<file path="config.mk">
export PLATFORM = sky130hd
export DESIGN_NAME = config_text_tokenizer
export DESIGN_NICKNAME = d
export VERILOG_FILES = /design/src/rtl/core/cfgtok_pkg.sv /design/src/rtl/core/config_text_tokenizer.sv /design/src/rtl/core/cfgtok_ram.sv /design/src/rtl/core/cfgtok_front.sv /design/src/rtl/core/cfgtok_engine.sv
export SDC_FILE = /design/constraint.sdc
export NUM_CORES = 1
export LEC_CHECK = 0
export ABC_AREA = 1
export CORE_MARGIN = 2
export CORE_UTILIZATION = 42
export CTS_CLUSTER_DIAMETER = 150
export CTS_CLUSTER_SIZE = 16
export DETAILED_ROUTE_END_ITERATION = 7
export DONT_BUFFER_PORTS = 1
export SLEW_MARGIN = 10
export SYNTH_ARGS = -nofsm -noshare
export SYNTH_HDL_FRONTEND = slang
export SYNTH_HIERARCHICAL = 1
export SYNTH_SLANG_ARGS = --single-unit
</file>
<file path="constraint.sdc">
create_clock -name clock -period 6.7 [get_ports clock]
set_input_delay 1.005 -clock clock [delete_from_list [all_inputs] [get_ports clock]]
set_output_delay 1.005 -clock clock [all_outputs]
set_load 0.02 [all_outputs]
</file>
<file path="src/rtl/core/cfgtok_pkg.sv">
// Shared types, constants and character helpers for the text tokenizer.
package cfgtok_pkg;

   localparam int HELD_DEPTH = 32;
   localparam int LINE_WIDTH = 24;
   localparam int HELD_AW    = $clog2(HELD_DEPTH);
   localparam int HELD_CW    = $clog2(HELD_DEPTH + 1);
   localparam int FQ_DEPTH   = 4;
   localparam int FQ_AW      = $clog2(FQ_DEPTH);
   localparam int FQ_CW      = $clog2(FQ_DEPTH + 1);

   localparam logic [LINE_WIDTH-1:0] LINE_TOP = {LINE_WIDTH{1'b1}};

   // result kinds
   localparam logic [1:0] RK_PAYLOAD = 2'd0;
   localparam logic [1:0] RK_TOKEN   = 2'd1;
   localparam logic [1:0] RK_ERROR   = 2'd2;

   // token kinds
   localparam logic [3:0] TK_EOF    = 4'd0;
   localparam logic [3:0] TK_LBRACE = 4'd1;
   localparam logic [3:0] TK_RBRACE = 4'd2;
   localparam logic [3:0] TK_EQUAL  = 4'd3;
   localparam logic [3:0] TK_DOT    = 4'd4;
   localparam logic [3:0] TK_LBRACK = 4'd5;
   localparam logic [3:0] TK_RBRACK = 4'd6;
   localparam logic [3:0] TK_COMMA  = 4'd7;
   localparam logic [3:0] TK_STRING = 4'd8;
   localparam logic [3:0] TK_NUMBER = 4'd9;
   localparam logic [3:0] TK_TRUE   = 4'd10;
   localparam logic [3:0] TK_FALSE  = 4'd11;
   localparam logic [3:0] TK_NAME   = 4'd12;

   // error codes
   localparam logic [2:0] ER_NONE      = 3'd0;
   localparam logic [2:0] ER_NL_STRING = 3'd1;
   localparam logic [2:0] ER_ESCAPE    = 3'd2;
   localparam logic [2:0] ER_GARBAGE   = 3'd3;
   localparam logic [2:0] ER_DIRECTIVE = 3'd4;
   localparam logic [2:0] ER_SYMBOL    = 3'd5;
   localparam logic [2:0] ER_OVERFLOW  = 3'd6;

   // keyword progress markers
   localparam logic [3:0] KP_TRUE_DONE  = 4'd4;
   localparam logic [3:0] KP_FALSE_ONE  = 4'd9;
   localparam logic [3:0] KP_FALSE_DONE = 4'd13;
   localparam logic [3:0] KP_BEGIN_DONE = 4'd5;
   localparam logic [3:0] KP_DEAD       = 4'd15;

   // terminator progress markers
   localparam logic [2:0] TP_FULL     = 3'd4;
   localparam logic [2:0] TP_MISMATCH = 3'd7;

   typedef struct packed {
      logic       eof;
      logic [7:0] ch;
      logic       sp;
      logic       dig;
      logic       alp;
      logic       wrd;
   } item_type;

   typedef struct packed {
      logic [1:0]            kind;
      logic [3:0]            tok;
      logic [7:0]            ch;
      logic [LINE_WIDTH-1:0] line;
      logic [2:0]            err;
   } result_type;

   typedef enum logic [9:0] {
      M_IDLE        = 10'b0000000001,
      M_COMMENT     = 10'b0000000010,
      M_STRING      = 10'b0000000100,
      M_ESCAPE      = 10'b0000001000,
      M_NUMBER      = 10'b0000010000,
      M_NAME        = 10'b0000100000,
      M_DIRECTIVE   = 10'b0001000000,
      M_AFTER_BEGIN = 10'b0010000000,
      M_BLOCK       = 10'b0100000000,
      M_HALTED      = 10'b1000000000
   } mode_type;

   typedef enum logic [3:0] {
      PH_RUN        = 4'b0001,
      PH_FLUSH_RD   = 4'b0010,
      PH_FLUSH_EMIT = 4'b0100,
      PH_POST       = 4'b1000
   } phase_type;

   typedef enum logic [2:0] {
      POST_EOF = 3'b001,
      POST_NL  = 3'b010,
      POST_MIS = 3'b100
   } post_type;

   function automatic result_type make_res(input logic [1:0] kind, input logic [3:0] tok,
                                           input logic [7:0] ch,
                                           input logic [LINE_WIDTH-1:0] line,
                                           input logic [2:0] err);
      result_type r;
      r.kind = kind;
      r.tok  = tok;
      r.ch   = ch;
      r.line = line;
      r.err  = err;
      return r;
   endfunction

   function automatic logic [7:0] true_char(input logic [3:0] p);
      logic [7:0] c;
      case (p)
         4'd1:    c = "r";
         4'd2:    c = "u";
         4'd3:    c = "e";
         default: c = 8'h00;
      endcase
      return c;
   endfunction

   function automatic logic [7:0] false_char(input logic [3:0] p);
      logic [7:0] c;
      case (p)
         4'd9:    c = "a";
         4'd10:   c = "l";
         4'd11:   c = "s";
         4'd12:   c = "e";
         default: c = 8'h00;
      endcase
      return c;
   endfunction

   function automatic logic [7:0] begin_char(input logic [3:0] p);
      logic [7:0] c;
      case (p)
         4'd0:    c = "b";
         4'd1:    c = "e";
         4'd2:    c = "g";
         4'd3:    c = "i";
         4'd4:    c = "n";
         default: c = 8'h00;
      endcase
      return c;
   endfunction

   function automatic logic [7:0] end_char(input logic [2:0] p);
      logic [7:0] c;
      case (p)
         3'd0:    c = "%";
         3'd1:    c = "e";
         3'd2:    c = "n";
         3'd3:    c = "d";
         default: c = 8'h00;
      endcase
      return c;
   endfunction

endpackage

</file>
<file path="src/rtl/core/config_text_tokenizer.sv">
// Top level of the streaming text tokenizer.
//
//  channel   direction  handshake      payload
//  req_*     in         push / full    req_data_byte, req_end_of_input
//  rsp_*     out        empty / pop    kind, token, char, line, error, last
//
// One scanner step per cycle while the staging register is free or can move on. A byte that ends
// a number, name or %begin, or end of input inside an open token, stays queued and is scanned
// again; end of input after %begin also passes after-begin mode. A block newline not after %end,
// a byte breaking a terminator or end of input in block flushes held bytes (read then emit per byte).
// A four-entry input queue decouples the front from the scanner; a staging
// register and an output register sit before rsp. Reset is synchronous; after an error the
// block drops input until reset.
module config_text_tokenizer (
   input  logic        clock,
   input  logic        reset,
   input  logic        push,
   output logic        full,
   input  logic [7:0]  req_data_byte,
   input  logic        req_end_of_input,
   output logic        empty,
   input  logic        pop,
   output logic [1:0]  rsp_result_kind,
   output logic [3:0]  rsp_token_kind,
   output logic [7:0]  rsp_payload_char,
   output logic [cfgtok_pkg::LINE_WIDTH-1:0] rsp_line_number,
   output logic [2:0]  rsp_error_code,
   output logic        rsp_last_of_input
);
   import cfgtok_pkg::*;

   logic       item_vld;
   item_type   item;
   logic       item_pop;
   result_type res_out;

   cfgtok_front u_front (
      .clock            (clock),
      .reset            (reset),
      .push             (push),
      .full             (full),
      .req_data_byte    (req_data_byte),
      .req_end_of_input (req_end_of_input),
      .item_vld         (item_vld),
      .item             (item),
      .item_pop         (item_pop)
   );

   cfgtok_engine u_engine (
      .clock    (clock),
      .reset    (reset),
      .item_vld (item_vld),
      .item     (item),
      .item_pop (item_pop),
      .empty    (empty),
      .pop      (pop),
      .res_out  (res_out),
      .res_last (rsp_last_of_input)
   );

   assign rsp_result_kind  = res_out.kind;
   assign rsp_token_kind   = res_out.tok;
   assign rsp_payload_char = res_out.ch;
   assign rsp_line_number  = res_out.line;
   assign rsp_error_code   = res_out.err;

endmodule

</file>
<file path="src/rtl/core/cfgtok_ram.sv">
// Generic single-port-write, registered-read RAM.
module cfgtok_ram #(
   parameter int WIDTH = 8,
   parameter int DEPTH = 32
) (
   input  logic                     clock,
   input  logic                     wr_en,
   input  logic [$clog2(DEPTH)-1:0] wr_addr,
   input  logic [WIDTH-1:0]         wr_data,
   input  logic                     rd_en,
   input  logic [$clog2(DEPTH)-1:0] rd_addr,
   output logic [WIDTH-1:0]         rd_data
);

   logic [WIDTH-1:0] mem_ff [DEPTH];
   logic [WIDTH-1:0] rd_data_ff;

   // write port and registered read port
   always_ff @(posedge clock) begin
      if (wr_en) begin
         mem_ff[wr_addr] <= wr_data;
      end
      if (rd_en) begin
         rd_data_ff <= mem_ff[rd_addr];
      end
   end

   assign rd_data = rd_data_ff;

endmodule

</file>
<file path="src/rtl/core/cfgtok_front.sv">
// Front end: accepts bytes, classifies them and queues them for the engine.
module cfgtok_front (
   input  logic                  clock,
   input  logic                  reset,
   input  logic                  push,
   output logic                  full,
   input  logic [7:0]            req_data_byte,
   input  logic                  req_end_of_input,
   output logic                  item_vld,
   output cfgtok_pkg::item_type  item,
   input  logic                  item_pop
);
   import cfgtok_pkg::*;

   item_type          fq_ff [FQ_DEPTH];
   logic [FQ_AW-1:0]  wr_ptr_ff, wr_ptr_in;
   logic [FQ_AW-1:0]  rd_ptr_ff, rd_ptr_in;
   logic [FQ_CW-1:0]  cnt_ff, cnt_in;
   item_type          cls;
   logic              push_acc;
   logic              pop_acc;
   logic [7:0]        c;

   // character classes
   always_comb begin
      c       = req_data_byte;
      cls.eof = req_end_of_input;
      cls.ch  = c;
      cls.sp  = (c == " ") || (c >= 8'd9 && c <= 8'd13);
      cls.dig = (c >= "0" && c <= "9");
      cls.alp = (c >= "a" && c <= "z") || (c >= "A" && c <= "Z");
      cls.wrd = cls.alp || cls.dig || (c == "_");
   end

   assign full     = (cnt_ff == FQ_CW'(FQ_DEPTH));
   assign push_acc = push && !full;
   assign item_vld = (cnt_ff != '0);
   assign pop_acc  = item_pop && item_vld;
   assign item     = fq_ff[rd_ptr_ff];

   // pointers and fill count
   always_comb begin
      wr_ptr_in = push_acc ? wr_ptr_ff + 1'b1 : wr_ptr_ff;
      rd_ptr_in = pop_acc ? rd_ptr_ff + 1'b1 : rd_ptr_ff;
      cnt_in    = cnt_ff;
      if (push_acc && !pop_acc) begin
         cnt_in = cnt_ff + 1'b1;
      end else if (pop_acc && !push_acc) begin
         cnt_in = cnt_ff - 1'b1;
      end
   end

   always_ff @(posedge clock) begin
      if (reset) begin
         wr_ptr_ff <= '0;
         rd_ptr_ff <= '0;
         cnt_ff    <= '0;
      end else begin
         wr_ptr_ff <= wr_ptr_in;
         rd_ptr_ff <= rd_ptr_in;
         cnt_ff    <= cnt_in;
      end
   end

   // queue storage
   always_ff @(posedge clock) begin
      if (push_acc) begin
         fq_ff[wr_ptr_ff] <= cls;
      end
   end

endmodule

</file>
<file path="src/rtl/core/cfgtok_engine.sv">
// Back end: scanner state machine, held-line buffer and result staging.
module cfgtok_engine (
   input  logic                    clock,
   input  logic                    reset,
   input  logic                    item_vld,
   input  cfgtok_pkg::item_type    item,
   output logic                    item_pop,
   output logic                    empty,
   input  logic                    pop,
   output cfgtok_pkg::result_type  res_out,
   output logic                    res_last
);
   import cfgtok_pkg::*;

   mode_type               mode_ff, mode_in;
   phase_type              phase_ff, phase_in;
   post_type               post_ff, post_in;
   logic [LINE_WIDTH-1:0]  line_ff, line_in, line_inc;
   logic [3:0]             kp_ff, kp_in;
   logic [HELD_CW-1:0]     held_ff, held_in;
   logic [2:0]             tp_ff, tp_in;
   logic [HELD_CW-1:0]     fidx_ff, fidx_in;
   logic [HELD_CW-1:0]     fend_ff, fend_in;
   result_type             stg_ff, stg_in;
   logic                   stg_vld_ff, stg_vld_in;
   logic                   stg_last_ff, stg_last_in;
   result_type             out_ff, out_in;
   logic                   out_vld_ff, out_vld_in;
   logic                   out_last_ff, out_last_in;

   logic                   out_free, pop_acc, step_en, run, stg_move;
   logic                   emit, done, keep;
   result_type             res;
   logic [7:0]             c;
   logic                   wr_en, rd_en;
   logic [HELD_AW-1:0]     wr_addr, rd_addr;
   logic [7:0]             rd_data;

   cfgtok_ram #(.WIDTH(8), .DEPTH(HELD_DEPTH)) u_held (
      .clock   (clock),
      .wr_en   (wr_en),
      .wr_addr (wr_addr),
      .wr_data (c),
      .rd_en   (rd_en),
      .rd_addr (rd_addr),
      .rd_data (rd_data)
   );

   assign c        = item.ch;
   assign line_inc = (line_ff == LINE_TOP) ? line_ff : line_ff + 1'b1;
   assign pop_acc  = pop && out_vld_ff;
   assign out_free = !out_vld_ff || pop_acc;
   assign step_en  = !stg_vld_ff || out_free;
   assign run      = step_en && item_vld;
   assign wr_addr  = held_ff[HELD_AW-1:0];
   assign rd_addr  = fidx_ff[HELD_AW-1:0];

   // one scanner step per cycle while run is high, at most one result
   always_comb begin
      mode_in  = mode_ff;
      phase_in = phase_ff;
      post_in  = post_ff;
      line_in  = line_ff;
      kp_in    = kp_ff;
      held_in  = held_ff;
      tp_in    = tp_ff;
      fidx_in  = fidx_ff;
      fend_in  = fend_ff;
      emit     = 1'b0;
      done     = 1'b0;
      keep     = 1'b0;
      wr_en    = 1'b0;
      rd_en    = 1'b0;
      res      = make_res(RK_PAYLOAD, TK_EOF, c, line_ff, ER_NONE);

      if (run) begin
         case (phase_ff)
            PH_FLUSH_RD: begin
               if (fidx_ff == fend_ff) begin
                  phase_in = PH_POST;
               end else begin
                  rd_en    = 1'b1;
                  phase_in = PH_FLUSH_EMIT;
               end
            end
            PH_FLUSH_EMIT: begin
               emit     = 1'b1;
               res.ch   = rd_data;
               fidx_in  = fidx_ff + 1'b1;
               phase_in = PH_FLUSH_RD;
            end
            PH_POST: begin
               held_in  = '0;
               phase_in = PH_RUN;
               emit     = 1'b1;
               case (post_ff)
                  POST_EOF: begin
                     res     = make_res(RK_TOKEN, TK_STRING, 8'h00, line_ff, ER_NONE);
                     tp_in   = '0;
                     mode_in = M_IDLE;
                     kp_in   = '0;
                  end
                  POST_NL: begin
                     res.ch  = 8'h0A;
                     line_in = line_inc;
                     tp_in   = '0;
                     done    = 1'b1;
                  end
                  default: begin
                     tp_in = TP_MISMATCH;
                     done  = 1'b1;
                  end
               endcase
            end
            default: begin
               case (mode_ff)
                  M_IDLE: begin
                     done = 1'b1;
                     if (item.eof) begin
                        emit = 1'b1;
                        res  = make_res(RK_TOKEN, TK_EOF, 8'h00, line_ff, ER_NONE);
                     end else if (item.sp) begin
                        if (c == 8'h0A) begin
                           line_in = line_inc;
                        end
                     end else if (c == "#") begin
                        mode_in = M_COMMENT;
                     end else if (c == "\"") begin
                        mode_in = M_STRING;
                     end else if (c == "%") begin
                        mode_in = M_DIRECTIVE;
                        kp_in   = '0;
                     end else if (c == "{" || c == "}" || c == "=" || c == "." ||
                                  c == "[" || c == "]" || c == ",") begin
                        emit = 1'b1;
                        res  = make_res(RK_TOKEN, TK_EOF, 8'h00, line_ff, ER_NONE);
                        case (c)
                           "{":     res.tok = TK_LBRACE;
                           "}":     res.tok = TK_RBRACE;
                           "=":     res.tok = TK_EQUAL;
                           ".":     res.tok = TK_DOT;
                           "[":     res.tok = TK_LBRACK;
                           "]":     res.tok = TK_RBRACK;
                           default: res.tok = TK_COMMA;
                        endcase
                     end else if (item.dig || c == "-") begin
                        emit    = 1'b1;
                        mode_in = M_NUMBER;
                     end else if (item.alp || c == "_") begin
                        emit    = 1'b1;
                        mode_in = M_NAME;
                        kp_in   = (c == "t") ? 4'd1 : (c == "f") ? KP_FALSE_ONE : KP_DEAD;
                     end else begin
                        emit    = 1'b1;
                        res     = make_res(RK_ERROR, TK_EOF, 8'h00, line_ff, ER_SYMBOL);
                        mode_in = M_HALTED;
                     end
                  end
                  M_COMMENT: begin
                     if (item.eof) begin
                        mode_in = M_IDLE;
                        kp_in   = '0;
                     end else begin
                        done = 1'b1;
                        if (c == 8'h0A) begin
                           line_in = line_inc;
                           mode_in = M_IDLE;
                           kp_in   = '0;
                        end
                     end
                  end
                  M_STRING: begin
                     if (item.eof || c == "\"") begin
                        emit    = 1'b1;
                        res     = make_res(RK_TOKEN, TK_STRING, 8'h00, line_ff, ER_NONE);
                        mode_in = M_IDLE;
                        kp_in   = '0;
                        done    = !item.eof;
                     end else begin
                        done = 1'b1;
                        if (c == 8'h0A) begin
                           emit    = 1'b1;
                           res     = make_res(RK_ERROR, TK_EOF, 8'h00, line_ff, ER_NL_STRING);
                           mode_in = M_HALTED;
                        end else if (c == "\\") begin
                           mode_in = M_ESCAPE;
                        end else begin
                           emit = 1'b1;
                        end
                     end
                  end
                  M_ESCAPE: begin
                     done = 1'b1;
                     emit = 1'b1;
                     if (!item.eof && (c == "n" || c == "t" || c == "\\" || c == "\"")) begin
                        mode_in = M_STRING;
                        if (c == "n") begin
                           res.ch = 8'h0A;
                        end else if (c == "t") begin
                           res.ch = 8'h09;
                        end
                     end else begin
                        res     = make_res(RK_ERROR, TK_EOF, 8'h00, line_ff, ER_ESCAPE);
                        mode_in = M_HALTED;
                     end
                  end
                  M_NUMBER: begin
                     emit = 1'b1;
                     if (!item.eof && item.dig) begin
                        done = 1'b1;
                     end else begin
                        res     = make_res(RK_TOKEN, TK_NUMBER, 8'h00, line_ff, ER_NONE);
                        mode_in = M_IDLE;
                        kp_in   = '0;
                     end
                  end
                  M_NAME: begin
                     emit = 1'b1;
                     if (!item.eof && item.wrd) begin
                        done = 1'b1;
                        if (kp_ff >= 4'd1 && kp_ff <= 4'd3 && c == true_char(kp_ff)) begin
                           kp_in = kp_ff + 1'b1;
                        end else if (kp_ff >= KP_FALSE_ONE && kp_ff <= 4'd12 &&
                                     c == false_char(kp_ff)) begin
                           kp_in = kp_ff + 1'b1;
                        end else begin
                           kp_in = KP_DEAD;
                        end
                     end else begin
                        res = make_res(RK_TOKEN, TK_NAME, 8'h00, line_ff, ER_NONE);
                        if (kp_ff == KP_TRUE_DONE) begin
                           res.tok = TK_TRUE;
                        end else if (kp_ff == KP_FALSE_DONE) begin
                           res.tok = TK_FALSE;
                        end
                        mode_in = M_IDLE;
                        kp_in   = '0;
                     end
                  end
                  M_DIRECTIVE: begin
                     if (!item.eof && item.wrd) begin
                        done  = 1'b1;
                        kp_in = (kp_ff < KP_BEGIN_DONE && c == begin_char(kp_ff)) ?
                                kp_ff + 1'b1 : KP_DEAD;
                     end else if (kp_ff != KP_BEGIN_DONE) begin
                        done    = 1'b1;
                        emit    = 1'b1;
                        res     = make_res(RK_ERROR, TK_EOF, 8'h00, line_ff, ER_DIRECTIVE);
                        mode_in = M_HALTED;
                     end else begin
                        kp_in   = '0;
                        mode_in = M_AFTER_BEGIN;
                     end
                  end
                  M_AFTER_BEGIN: begin
                     if (item.eof) begin
                        emit    = 1'b1;
                        res     = make_res(RK_TOKEN, TK_STRING, 8'h00, line_ff, ER_NONE);
                        mode_in = M_IDLE;
                        kp_in   = '0;
                     end else begin
                        done = 1'b1;
                        if (c == 8'h0A) begin
                           line_in = line_inc;
                           mode_in = M_BLOCK;
                           held_in = '0;
                           tp_in   = '0;
                        end else if (!item.sp) begin
                           emit    = 1'b1;
                           res     = make_res(RK_ERROR, TK_EOF, 8'h00, line_ff, ER_GARBAGE);
                           mode_in = M_HALTED;
                        end
                     end
                  end
                  M_BLOCK: begin
                     fidx_in = '0;
                     if (item.eof) begin
                        phase_in = PH_FLUSH_RD;
                        post_in  = POST_EOF;
                        fend_in  = (tp_ff == TP_FULL || tp_ff == TP_MISMATCH) ? '0 : held_ff;
                     end else if (c == 8'h0A) begin
                        if (tp_ff == TP_FULL) begin
                           done    = 1'b1;
                           emit    = 1'b1;
                           res     = make_res(RK_TOKEN, TK_STRING, 8'h00, line_inc, ER_NONE);
                           line_in = line_inc;
                           held_in = '0;
                           tp_in   = '0;
                           mode_in = M_IDLE;
                           kp_in   = '0;
                        end else begin
                           phase_in = PH_FLUSH_RD;
                           post_in  = POST_NL;
                           fend_in  = (tp_ff == TP_MISMATCH) ? '0 : held_ff;
                        end
                     end else if (tp_ff == TP_MISMATCH) begin
                        done = 1'b1;
                        emit = 1'b1;
                     end else begin
                        if (item.sp) begin
                           keep = (tp_ff == '0) || (tp_ff == TP_FULL);
                        end else begin
                           keep = (tp_ff < TP_FULL) && (c == end_char(tp_ff));
                        end
                        if (keep) begin
                           done = 1'b1;
                           if (held_ff >= HELD_CW'(HELD_DEPTH)) begin
                              emit    = 1'b1;
                              res     = make_res(RK_ERROR, TK_EOF, 8'h00, line_ff, ER_OVERFLOW);
                              mode_in = M_HALTED;
                           end else begin
                              wr_en   = 1'b1;
                              held_in = held_ff + 1'b1;
                              if (!item.sp) begin
                                 tp_in = tp_ff + 1'b1;
                              end
                           end
                        end else begin
                           phase_in = PH_FLUSH_RD;
                           post_in  = POST_MIS;
                           fend_in  = held_ff;
                        end
                     end
                  end
                  default: begin
                     done = 1'b1;
                  end
               endcase
            end
         endcase
      end
   end

   assign item_pop = run && done;

   // staging register holds the newest result until its last flag is known
   always_comb begin
      stg_move    = stg_vld_ff && out_free && (stg_last_ff || (run && (emit || done)));
      stg_in      = stg_ff;
      stg_vld_in  = stg_vld_ff;
      stg_last_in = stg_last_ff;
      out_in      = out_ff;
      out_vld_in  = out_vld_ff;
      out_last_in = out_last_ff;
      if (stg_move) begin
         out_in      = stg_ff;
         out_vld_in  = 1'b1;
         out_last_in = stg_last_ff || (run && done && !emit);
      end else if (pop_acc) begin
         out_vld_in = 1'b0;
      end
      if (run && emit) begin
         stg_in      = res;
         stg_vld_in  = 1'b1;
         stg_last_in = done;
      end else if (stg_move) begin
         stg_vld_in = 1'b0;
      end else if (run && done && stg_vld_ff) begin
         stg_last_in = 1'b1;
      end
   end

   // control state
   always_ff @(posedge clock) begin
      if (reset) begin
         mode_ff     <= M_IDLE;
         phase_ff    <= PH_RUN;
         post_ff     <= POST_EOF;
         line_ff     <= LINE_WIDTH'(1);
         kp_ff       <= '0;
         held_ff     <= '0;
         tp_ff       <= '0;
         fidx_ff     <= '0;
         fend_ff     <= '0;
         stg_vld_ff  <= 1'b0;
         stg_last_ff <= 1'b0;
         out_vld_ff  <= 1'b0;
         out_last_ff <= 1'b0;
      end else begin
         mode_ff     <= mode_in;
         phase_ff    <= phase_in;
         post_ff     <= post_in;
         line_ff     <= line_in;
         kp_ff       <= kp_in;
         held_ff     <= held_in;
         tp_ff       <= tp_in;
         fidx_ff     <= fidx_in;
         fend_ff     <= fend_in;
         stg_vld_ff  <= stg_vld_in;
         stg_last_ff <= stg_last_in;
         out_vld_ff  <= out_vld_in;
         out_last_ff <= out_last_in;
      end
   end

   // result payload
   always_ff @(posedge clock) begin
      stg_ff <= stg_in;
      out_ff <= out_in;
   end

   assign empty    = !out_vld_ff;
   assign res_out  = out_ff;
   assign res_last = out_last_ff;

   // a halted scanner never leaves that mode before reset
   a_halt_sticky: assert property (@(posedge clock) disable iff (reset)
      mode_ff == M_HALTED |=> mode_ff == M_HALTED)
      else $error("scanner left halted mode");

   // the held count never passes the buffer depth
   a_held_bound: assert property (@(posedge clock) disable iff (reset)
      held_ff <= HELD_CW'(HELD_DEPTH))
      else $error("held count overflow");

   // an error is always the final result of its transaction
   a_error_last: assert property (@(posedge clock) disable iff (reset)
      out_vld_ff && out_ff.kind == RK_ERROR |-> out_last_ff)
      else $error("error result not marked last");

   // an item leaves the queue only from the main scan phase or the post-flush phase
   a_pop_phase: assert property (@(posedge clock) disable iff (reset)
      item_pop |-> phase_ff == PH_RUN || phase_ff == PH_POST)
      else $error("item popped during flush");

   // flush index stays inside the flush window
   a_flush_bound: assert property (@(posedge clock) disable iff (reset)
      phase_ff == PH_FLUSH_EMIT |-> fidx_ff < fend_ff)
      else $error("flush index out of range");

endmodule
</file>
==> qor.txt, run 1 <==
placed cell count = 3,036
largest net degree at the start of global routing = 129
WP buf/inv = 3
Clock transition at path regs = 0.07 ns
RSZ-0062 raised after global routing = false
Max Cap Violations = 0
Final Hold Viols = 0
warnings from Yosys = 6
Primary FF master, synth = edfxtp_1
Worst path max stage delay = 0.97 ns
clock sink total = 477
hold slack = 0.416 ns
worst path cell trace = o21ai_0, o22ai_4, nand2_1, inv_1, nand4_2, nor2_1, nand2_1, o21ai_1, inv_2, nand2_1, nand2_1, nand3_1, nand3_2, nand2_1, nand2_2, inv_2
Critical Path Start Type = flop
post-route minimum period = 4.93 ns
area share of the largest cell type after synthesis = 52.1%
total CTS buffers = 35
die width = 238 um
Seq cells post-synth = 477
Fin Setup TNS = 0 ns
Worst path top cell family by delay = simple AND/OR/NAND/NOR gates
CTS H-tree depth = 2
Crit path top cell by count = nand2_1
critical-path maximum fanout = 42
count leader, synth = nand2_1
most frequent cells after synthesis = nand2_1 (604), edfxtp_1 (398), nand3_1 (286)
Mapped Nets = 2,443
status = finished, final reports clean
sequential share of the synthesized area = 59.0%
crit path capture type = flop
Placer Congestion = 0.938
synthesized area = 22,900 um2
# port buffers = 0
number of fill cells in the layout = 5,079
detailed-route wire length = 57,300 um
slew margin rel. = 21.9%
Total Routing Usage GR = 20.3%
leakage power = 9.09 nW
synthesized area per cell = 9.52 um2
final count of pins violating max slew = 0
ant diodes = 0
setup slack after placement = 1.80 ns
drt wl/cell = 18.5 um
area leader, netlist = edfxtp_1
final cell count without fillers = 3,092
Skew-Pair Late Insertion Delay = 0.58 ns
number of distinct library cells after synthesis = 58
slowest CP cell = dfxtp_1
post-route cell area = 24,400 um2
Initial Utilization = 42.5%
Hold WC Path Type = flop to flop
hold buffer count at cts = 0
Worst Path Arrival = 5.13 ns
CP Class = flop to flop
clock tree buffer depth = 3
Area Overhead vs Synth = 6.46%
TritonCTS clock tree = built
vias per cell = 5.47
initial antenna violation count = 0
drt drc = 0
fin crit share = 73.6%
ranking of synthesized cells by area = edfxtp_1 (52%), nand2_1 (9.9%), dfxtp_1 (6.9%), nand3_1 (6.2%), nor2_1 (3.9%)
die area = 56,500 um2
dpl hpwl = 38,700 um
peak supply drop = 0.228 mV
First-pass DRT Iterations = 5
vias in the first global route = 16,100
gr ovfl total = 0
Async S/R FF share, synth = 0%
antenna-violating nets left = 0
share of cells above drive strength 1 = 8.14%
hold_sp = u_engine/stg_ff[4]
nets@finish = 2,411
pwr/cell area = 338 nW/um2
clk_skew = 0.0335 ns
worst slew pin tran = 1.17 ns
post-layout util = 45.3%
total design power = 8.24 mW
Max Fclk = 0.203 GHz
1st-iter DRT viols = 1,662
worst setup margin = 1.77 ns
# rows = 85
Post-Syn Instances = 2,409
number of flops mapped to enable cells by yosys = 398
dpl cell area = 23,400 um2
post-CTS setup buffer count = 0
DIE HEIGHT = 238 um
Worst EP required = 6.89 ns
Root Buffer = clkbuf_16
# IOs = 57
via count = 16,900
# setup viols final = 0
core box area = 53,900 um2
first-pass GRT wire length = 89,900 um
Post-CTS Resized = 0
-- metal layers --
layer  global-route usage (%)  part of all wire (%)  wire length, um
met2                     33.4                    46            26600
met3                     3.00                   6.3             3610
met4                     5.95                   2.1             1190
met1                     27.8                    45            26000
met5                        0                     0                0
-- where the power goes --
group | internal [mW] | switching (mW) | total, mW
clock network | 0.999 | 0.996 | 2.00
registers | 3.85 | 0.232 | 4.08
logic | 0.513 | 1.65 | 2.16
-- path summary, 6_finish.rpt --
path                                to  slack, ns  cells after the start
setup reg to reg  u_engine/res_out[12]       1.77                     16
hold reg to reg    u_engine/res_out[4]       0.42                      0
hold / removal     u_engine/res_out[4]       0.42                      0
setup / recovery  u_engine/res_out[12]       1.77                     16
-- cells in the final DEF (no fill, tap or decap), drive strengths merged, types with 22 or more instances in the layout --
cell type	instances
o21ai	132
nor2	263
dfxtp	79
a21oi	95
xor2	23
nand4	26
nand2	625
buf	22
edfxtp	398
nor3	46
nand3	299
inv	213
clkbuf	53
-- area by class of cell --
class	instances	area [um2]	area share (%)
flip-flops and latches	477	13500	55.5
well taps	696	871	3.57
repair buffers	22	169	0.692
inverters	219	835	3.42
clock buffers	53	965	3.95
clock inverters	3	30.0	0.123
multi-input cells	1622	8000	32.8
-- registers in the layout, summed over array words and instances (netlist names), 2 cells and up, named ones only --
signal / flops
u_engine/line_ff: 24
u_front/wr_ptr_ff: 2
u_engine/stg_ff: 41
u_engine/held_ff: 6
u_engine/fend_ff: 6
u_front/fq_ff: 52
u_engine/kp_ff: 4
u_engine/mode_ff: 10
u_engine/res_out: 41
u_engine/fidx_ff: 6
u_engine/tp_ff: 3
u_engine/u_held/mem_ff: 256
u_engine/post_ff: 3
u_engine/u_held/rd_data: 8
u_front/cnt_ff: 3
u_engine/phase_ff: 4
u_front/rd_ptr_ff: 2
-- worst register-to-register path: stages (launching register included) --
cell and delay, ns:
dfxtp_1 0.97, o21ai_0 0.32, o22ai_4 0.69, nand2_1 0.27
inv_1 0.19, nand4_2 0.24, nor2_1 0.19, nand2_1 0.20
o21ai_1 0.15, inv_2 0.06, nand2_1 0.08, nand2_1 0.07
nand3_1 0.09, nand3_2 0.15, nand2_1 0.15, nand2_2 0.08
inv_2 0.61
-- kinds of logic (layout without fill, tap and decap cells) --
logic type               after synthesis  count (layout)  share of synthesized area [%]
AO/OA/AOI/OAI                        301             301                           7.47
XOR/XNOR                              26              26                          0.993
adder cells (fa/ha/maj)               21              21                           1.18
buffers and inverters                310             297                           6.55
flip-flops                           477             477                           59.0
AND/OR/NAND/NOR                     1274            1274                           24.8
(Power assumes the default switching activity.)
==> run 2: changes to the inputs <==
Clock period 6.7 ns to 4 ns, I/O delays scaled along.
==> qor.txt, run 2 (synthesized netlist as in run 1, its figures left out) <==
status = finished, final reports clean (unchanged)
total CTS buffers = 35 (unchanged)
hold buffer count at cts = 0 (unchanged)
Comb power frac = 27.5% (was 26.2%)
vias per cell = 5.42 (was 5.47)
largest net degree at the start of global routing = 99 (was 129)
Placer Congestion = 0.962 (was 0.938)
Clock transition at path regs = 0.07 ns (about the same)
first-pass GRT wire length = 91,800 um (was 89,900 um)
commonest non-fill, non-tap cells in the layout = nand2_1 (604), edfxtp_1 (398), nand3_1 (284), nor2_1 (236), inv_1 (172) (was nand2_1 (604), edfxtp_1 (398), nand3_1 (286), nor2_1 (236), inv_1 (172))
r2r worst-path depth = 17 (was 16)
# setup viols final = 0 (unchanged)
post-route cell area = 24,900 um2 (was 24,400 um2)
reg2reg setup slack = 0.35 ns (was 1.77 ns)
Cell Int Power = 9.10 mW (was 5.36 mW)
# rows = 85 (unchanged)
Worst Hold Depth = 1 (was 0)
ant diodes = 0 (unchanged)
Critical Path Start Type = flop (unchanged)
Skew-Pair Late Insertion Delay = 0.57 ns (was 0.58 ns)
Final Hold Viols = 0 (unchanged)
Hold WC Path Type = primary input to flop (was flop to flop)
final count of pins violating max slew = 0 (unchanged)
most flop-heavy register = u_engine/u_held/mem_ff (unchanged)
CTS H-tree depth = 2 (unchanged)
# port buffers = 0 (unchanged)
hold_sp = reset (was u_engine/stg_ff[4])
Worst path top cell family by delay = buffers and inverters (was simple AND/OR/NAND/NOR gates)
# IOs = 57 (unchanged)
Worst EP required = 4.24 ns (was 6.89 ns)
Root Buffer = clkbuf_16 (unchanged)
initial antenna violation count = 0 (unchanged)
Fin Setup TNS = 0 ns (unchanged)
die area = 56,500 um2 (unchanged)
drt drc = 0 (unchanged)
nets@finish = 2,474 (was 2,411)
1st-iter DRT viols = 1,439 (was 1,662)
First-pass DRT Iterations = 5 (unchanged)
Max Fclk = 0.274 GHz (was 0.203 GHz)
Area Overhead vs Synth = 8.69% (was 6.46%)
TritonCTS clock tree = built (unchanged)
clk_skew = 0.0314 ns (was 0.0335 ns)
Flop pwr share = 48.6% (was 49.5%)
critical-path maximum fanout = 41 (was 42)
DIE HEIGHT = 238 um (unchanged)
post-route minimum period = 3.65 ns (was 4.93 ns)
dpl hpwl = 40,100 um (was 38,700 um)
Worst Path Arrival = 3.89 ns (was 5.13 ns)
Max Cap Violations = 0 (unchanged)
clock tree buffer depth = 3 (unchanged)
peak supply drop = 0.377 mV (was 0.228 mV)
Top Registers = u_engine/u_held/mem_ff x256, u_front/fq_ff x52 (unchanged)
net switching power figure = 4.89 mW (was 2.88 mW)
detailed-route wire length = 58,100 um (was 57,300 um)
clock sink total = 477 (unchanged)
worst path cell trace = inv_8, o21ai_0, o22ai_4, buf_4, inv_2, nand3_2, nor2_2, inv_2, nor2_1, inv_1, o21ai_1, nand3_1, a21oi_1, nand3_1, nand3_2, clkinv_1, buf_4 (was o21ai_0, o22ai_4, nand2_1, inv_1, nand4_2, nor2_1, nand2_1, o21ai_1, inv_2, nand2_1, nand2_1, nand3_1, nand3_2, nand2_1, nand2_2, inv_2)
max FFs per register = 256 (unchanged)
antenna-violating nets left = 0 (unchanged)
Worst path max stage delay = 0.45 ns (was 0.97 ns)
leakage power = 9.42 nW (was 9.09 nW)
vias in the first global route = 16,500 (was 16,100)
drt wl/cell = 18.4 um (was 18.5 um)
slew margin rel. = 15.2% (was 21.9%)
dpl cell area = 23,900 um2 (was 23,400 um2)
Clk pwr share = 23.9% (was 24.2%)
WP buf/inv = 7 (was 3)
fin crit share = 91.1% (was 73.6%)
core box area = 53,900 um2 (unchanged)
share of cells above drive strength 1 = 10.7% (was 8.14%)
commonest non-fill, non-tap cell in the layout = nand2_1 (unchanged)
gr ovfl total = 0 (unchanged)
Worst Hold Endpoint = u_engine/out_vld_ff (was u_engine/res_out[4])
worst slew pin tran = 1.27 ns (was 1.17 ns)
Initial Utilization = 42.5% (unchanged)
via count = 17,100 (was 16,900)
RR Endpoint = u_engine/stg_ff[29] (was u_engine/res_out[12])
pwr/cell area = 562 nW/um2 (was 338 nW/um2)
crit path capture type = flop (unchanged)
Switching Share = 35.0% (was 34.9%)
CP Class = flop to flop (unchanged)
slowest CP cell = dfxtp_2 (was dfxtp_1)
die width = 238 um (unchanged)
RSZ-0062 raised after global routing = false (unchanged)
Total Routing Usage GR = 20.7% (was 20.3%)
[run 2: cell types whose count changed in the layout (fill, tap and decap cells not counted)]
cell,change
nand3_2,+2
buf_12,+2
buf_4,+62
dfxtp_1,-2
dfxtp_2,+2
buf_6,-1
nand3_1,-2
clkbuf_1,+1
[run 2: area by class of cell]
cell class              instances  area [um2]
flip-flops and latches        477       13500
clock buffers                  54         968
inverters                     219         835
repair buffers                 85         663
multi-input cells            1622        8010
fillers                      5038       29000
clock inverters                 3        30.0
well taps                     696         871
[run 2: how the worst max path moves through the flow]
| stage | from | end | slack (ns) | depth (start not counted) |
|---|---|---|---|---|
| 6_report | flop | u_engine/stg_ff[29] | 0.35 | 17 |
| 5_1_grt | flop | u_engine/stg_ff[32] | 0.07 | 17 |
| 4_1_cts | flop | u_engine/u_held/mem_ff[25][4] | 0.01 | 15 |
| 3_5_place_dp | flop | u_engine/u_held/mem_ff[27][5] | 0.07 | 15 |
| 3_3_place_gp | flop | u_engine/u_held/mem_ff[1][6] | 0.19 | 15 |
| 2_1_floorplan | flop | u_engine/stg_ff[0] | 0.007 | 15 |
[run 2: metal layers]
metal	vias up	routed length [um]	GRT usage [%]
met3	95	3960	3.79
met4	0	1290	5.30
li1	8274	-	-
met5	-	0	0
met1	8170	26500	29.1
met2	581	26400	33.2
[run 2: power groups by stage]
| stage | logic, mW | clock network (mW) | registers [mW] |
|---|---|---|---|
| floorplan | 2.49 | 0 | 6.84 |
| global placement | 3.75 | 0 | 6.90 |
| detailed placement | 3.77 | 0 | 6.92 |
| CTS | 3.78 | 3.45 | 6.81 |
| global route | 4.24 | 3.63 | 6.85 |
| finish | 3.85 | 3.34 | 6.80 |
[run 2: what timing repair did]
item | CTS | global route
resized for setup | 0 | 4
setup buffers | 0 | 7
endpoints found under the setup margin | 0 | 270
[run 2: stage by stage]
stage          hold WS, ns  setup WS [ns]  total power [mW]  std cells  utilization, %
2_1_floorplan        0.400        0.00739              9.33       2409               -
3_3_place_gp         0.400          0.189              10.7       3092            44.2
3_5_place_dp         0.405         0.0689              10.7       3092            44.2
4_1_cts             0.0658         0.0147              14.0       3149            46.1
5_1_grt             0.0665         0.0681              14.7       3156            46.2
6_report            0.0974          0.355              14.0       3156            46.2
==> run 3: changes to the inputs <==
Settings changed: ABC_AREA 1 to default.
==> qor.txt, run 3 <==
Max Fclk = 0.260 GHz (was 0.274 GHz)
number of flops mapped to enable cells by yosys = 398 (unchanged)
CTS H-tree depth = 2 (unchanged)
Area Overhead vs Synth = 11.4% (was 8.69%)
most frequent cells after synthesis = edfxtp_1 (398), nor2_1 (134), mux4_2 (93), nand2_1 (93), dfxtp_1 (79) (was nand2_1 (604), edfxtp_1 (398), nand3_1 (286))
core box area = 51,400 um2 (was 53,900 um2)
post-synthesis mux area share = 10.5% (was 0%)
Post-Syn Instances = 1,579 (was 2,409)
peak supply drop = 0.395 mV (was 0.377 mV)
# rows = 83 (was 85)
vias in the first global route = 13,500 (was 16,500)
number of fill cells in the layout = 4,493 (was 5,038)
dpl hpwl = 36,700 um (was 40,100 um)
commonest non-fill, non-tap cells in the layout = edfxtp_1 (398), nor2_1 (126), buf_4 (124), nand2_1 (93), mux4_2 (93) (was nand2_1 (604), edfxtp_1 (398), nand3_1 (284), nor2_1 (236), inv_1 (172))
Final Hold Viols = 0 (unchanged)
initial antenna violation count = 0 (unchanged)
Mapped Nets = 1,613 (was 2,443)
drt wl/cell = 23.0 um (was 18.4 um)
Hold WC Path Type = primary input to flop (unchanged)
total CTS buffers = 35 (unchanged)
worst slew pin tran = 1.11 ns (was 1.27 ns)
FF+latch area = 13,500 um2 (about the same)
fin crit share = 96.3% (was 91.1%)
hold_sp = reset (unchanged)
RR Endpoint = u_engine/stg_ff[32] (was u_engine/stg_ff[29])
First-pass DRT Iterations = 6 (was 5)
ranking of synthesized cells by area = edfxtp_1 (55%), mux4_2 (9.6%), dfxtp_1 (7.2%), nor2_1 (2.3%), nand2_1 (1.6%) (was edfxtp_1 (52%), nand2_1 (9.9%), dfxtp_1 (6.9%), nand3_1 (6.2%), nor2_1 (3.9%))
warnings from Yosys = 6 (unchanged)
hold buffer count at cts = 0 (unchanged)
multi-input combinational cell area = 7910 um2 (was 8010 um2)
1st-iter DRT viols = 1,366 (was 1,439)
Primary FF master, synth = edfxtp_1 (unchanged)
Post-Synth XOR/XNOR Area = 2.68% (was 0.993%)
Worst Hold Depth = 1 (unchanged)
Clock transition at path regs = 0.07 ns (about the same)
status = finished, final reports clean (unchanged)
simple-gate area share of the yosys netlist = 13.2% (was 24.8%)
r2r worst-path depth = 12 (was 17)
clock tree buffer depth = 3 (unchanged)
Max Cap Violations = 0 (unchanged)
vias per cell = 5.92 (was 5.42)
Async S/R FF share, synth = 0% (unchanged)
Fin Setup TNS = 0 ns (unchanged)
crit path capture type = flop (unchanged)
most flop-heavy register = u_engine/u_held/mem_ff (unchanged)
count leader, synth = edfxtp_1 (was nand2_1)
clock sink total = 477 (unchanged)
largest net degree at the start of global routing = 77 (was 99)
nets@finish = 1,684 (was 2,474)
worst setup margin = 0.147 ns (was 0.355 ns)
critical-path maximum fanout = 28 (was 41)
number of distinct library cells after synthesis = 105 (was 58)
DIE HEIGHT = 232 um (was 238 um)
# port buffers = 0 (unchanged)
Worst Path Arrival = 4.13 ns (was 3.89 ns)
Seq cells post-synth = 477 (unchanged)
# setup viols final = 0 (unchanged)
clk_skew = 0.0229 ns (was 0.0314 ns)
CP Class = flop to flop (unchanged)
Critical Path Start Type = flop (unchanged)
die area = 54,000 um2 (was 56,500 um2)
Placer Congestion = 0.967 (was 0.962)
main combinational cell family by area after synthesis = simple AND/OR/NAND/NOR gates (unchanged)
TritonCTS clock tree = built (unchanged)
Initial Utilization = 42.6% (was 42.5%)
Root Buffer = clkbuf_16 (unchanged)
final count of pins violating max slew = 0 (unchanged)
Synth Area in Adders = 1.23% (was 1.18%)
post-route minimum period = 3.85 ns (was 3.65 ns)
drt drc = 0 (unchanged)
leakage power = 7.72 nW (was 9.42 nW)
area leader, netlist = edfxtp_1 (unchanged)
Worst Hold Endpoint = u_front/wr_ptr_ff[0] (was u_engine/out_vld_ff)
pwr/cell area = 560 nW/um2 (was 562 nW/um2)
synthesized area = 21,900 um2 (was 22,900 um2)
first-pass GRT wire length = 82,900 um (was 91,800 um)
die width = 232 um (was 238 um)
Worst EP required = 4.28 ns (was 4.24 ns)
max FFs per register = 256 (unchanged)
share of cells above drive strength 1 = 20.5% (was 10.7%)
antenna-violating nets left = 0 (unchanged)
sequential share of the synthesized area = 61.8% (was 59.0%)
ant diodes = 0 (unchanged)
synthesized area per cell = 13.9 um2 (was 9.52 um2)
slew margin rel. = 25.8% (was 15.2%)
commonest non-fill, non-tap cell in the layout = edfxtp_1 (was nand2_1)
Total Routing Usage GR = 20.1% (was 20.7%)
setup slack after placement = 0.0512 ns (was 0.0689 ns)
compound-gate portion of the synthesized area = 8.05% (was 7.47%)
detailed-route wire length = 54,100 um (was 58,100 um)
via count = 13,900 (was 17,100)
area share of the largest cell type after synthesis = 54.6% (was 52.1%)
reg2reg setup slack = 0.15 ns (was 0.35 ns)
Skew-Pair Late Insertion Delay = 0.56 ns (was 0.57 ns)
gr ovfl total = 0 (unchanged)
# IOs = 57 (unchanged)
Top Registers = u_engine/u_held/mem_ff x256, u_front/fq_ff x52 (unchanged)
-- run 3: changes by cell type after synthesis, sizes merged, moves of 35 or more --
cell    previous run  this run
mux4               0        93
o21ai            132        55
nor2             263       134
nand3            299        54
xnor2              3        39
buf               74        39
clkbuf            17        54
inv              214        30
nand2            625        93
a21oi             95        55
-- run 3: worst max-delay path by stage --
stage,from,end,slack [ns]
after CTS,flop,u_engine/u_held/mem_ff[0][5],0.02
after floorplan,flop,u_front/cnt_ff[2],-0.03
after global placement,flop,u_front/cnt_ff[2],0.11
final,flop,u_engine/stg_ff[32],0.15
after detailed placement,flop,u_engine/stg_ff[22],0.05
after global routing,flop,u_front/cnt_ff[2],-0.002
-- run 3: cell families (layout without fill, tap and decap cells) --
group,after synthesis,count (layout)
AOI/OAI and AO/OA,247,248
xor gates and xnor gates,67,67
adders and majority gates,21,21
buffers and inverters,124,214
DFF,477,477
muxes,112,112
and+or+nand+nor,531,531
-- run 3: final cells by class --
type	instances	area share, %
flip-flops and latches	477	55.5
multi-input cells	979	32.4
clock buffers	54	3.97
repair buffers	126	3.94
well taps	680	3.49
inverters	31	0.584
clock inverters	3	0.123
-- run 3: where the power goes --
group          switching (mW)  leakage [nW]  internal [mW]
logic                    2.47          2.99           1.25
registers               0.306          4.25           6.34
clock network            1.62         0.480           1.68
-- run 3: repair_timing --
item	CTS	global route
setup endpoints to repair	0	224
gates resized for setup	0	5
setup buffers	0	7
-- run 3: stage by stage --
stage                     cells  hold WS, ns  utilization, %  total power, mW  area (um2)
after detailed placement   2285        0.405            45.4             10.4       23300
after global placement     2285        0.401            45.4             10.3       23300
final                      2350        0.107            47.5             13.7       24400
after CTS                  2342       0.0694            47.3             13.7       24300
after floorplan            1579        0.400               -             9.09       22000
after global routing       2350       0.0812            47.5             14.3       24400
-- run 3: metal layers --
layer | up-vias | GRT usage [%] | share of wire [%]
li1 | 6290 | - | -
met1 | 7080 | 28.8 | 45
met3 | 84 | 2.67 | 5.7
met5 | - | 0 | 0
met2 | 455 | 31.9 | 47
met4 | 0 | 6.15 | 2.3
-- run 3: worst max-delay path: stages (launching register included) --
cell     delay [ns]
dfxtp_4        0.42
buf_4          0.14
mux4_2         0.59
buf_4          0.29
and3b_1        0.22
a32o_1         0.22
a31o_2         0.24
a21oi_1        0.36
buf_4          0.21
and2_1         0.18
a32o_1         0.18
a22oi_1        0.08
o21ai_0        0.45
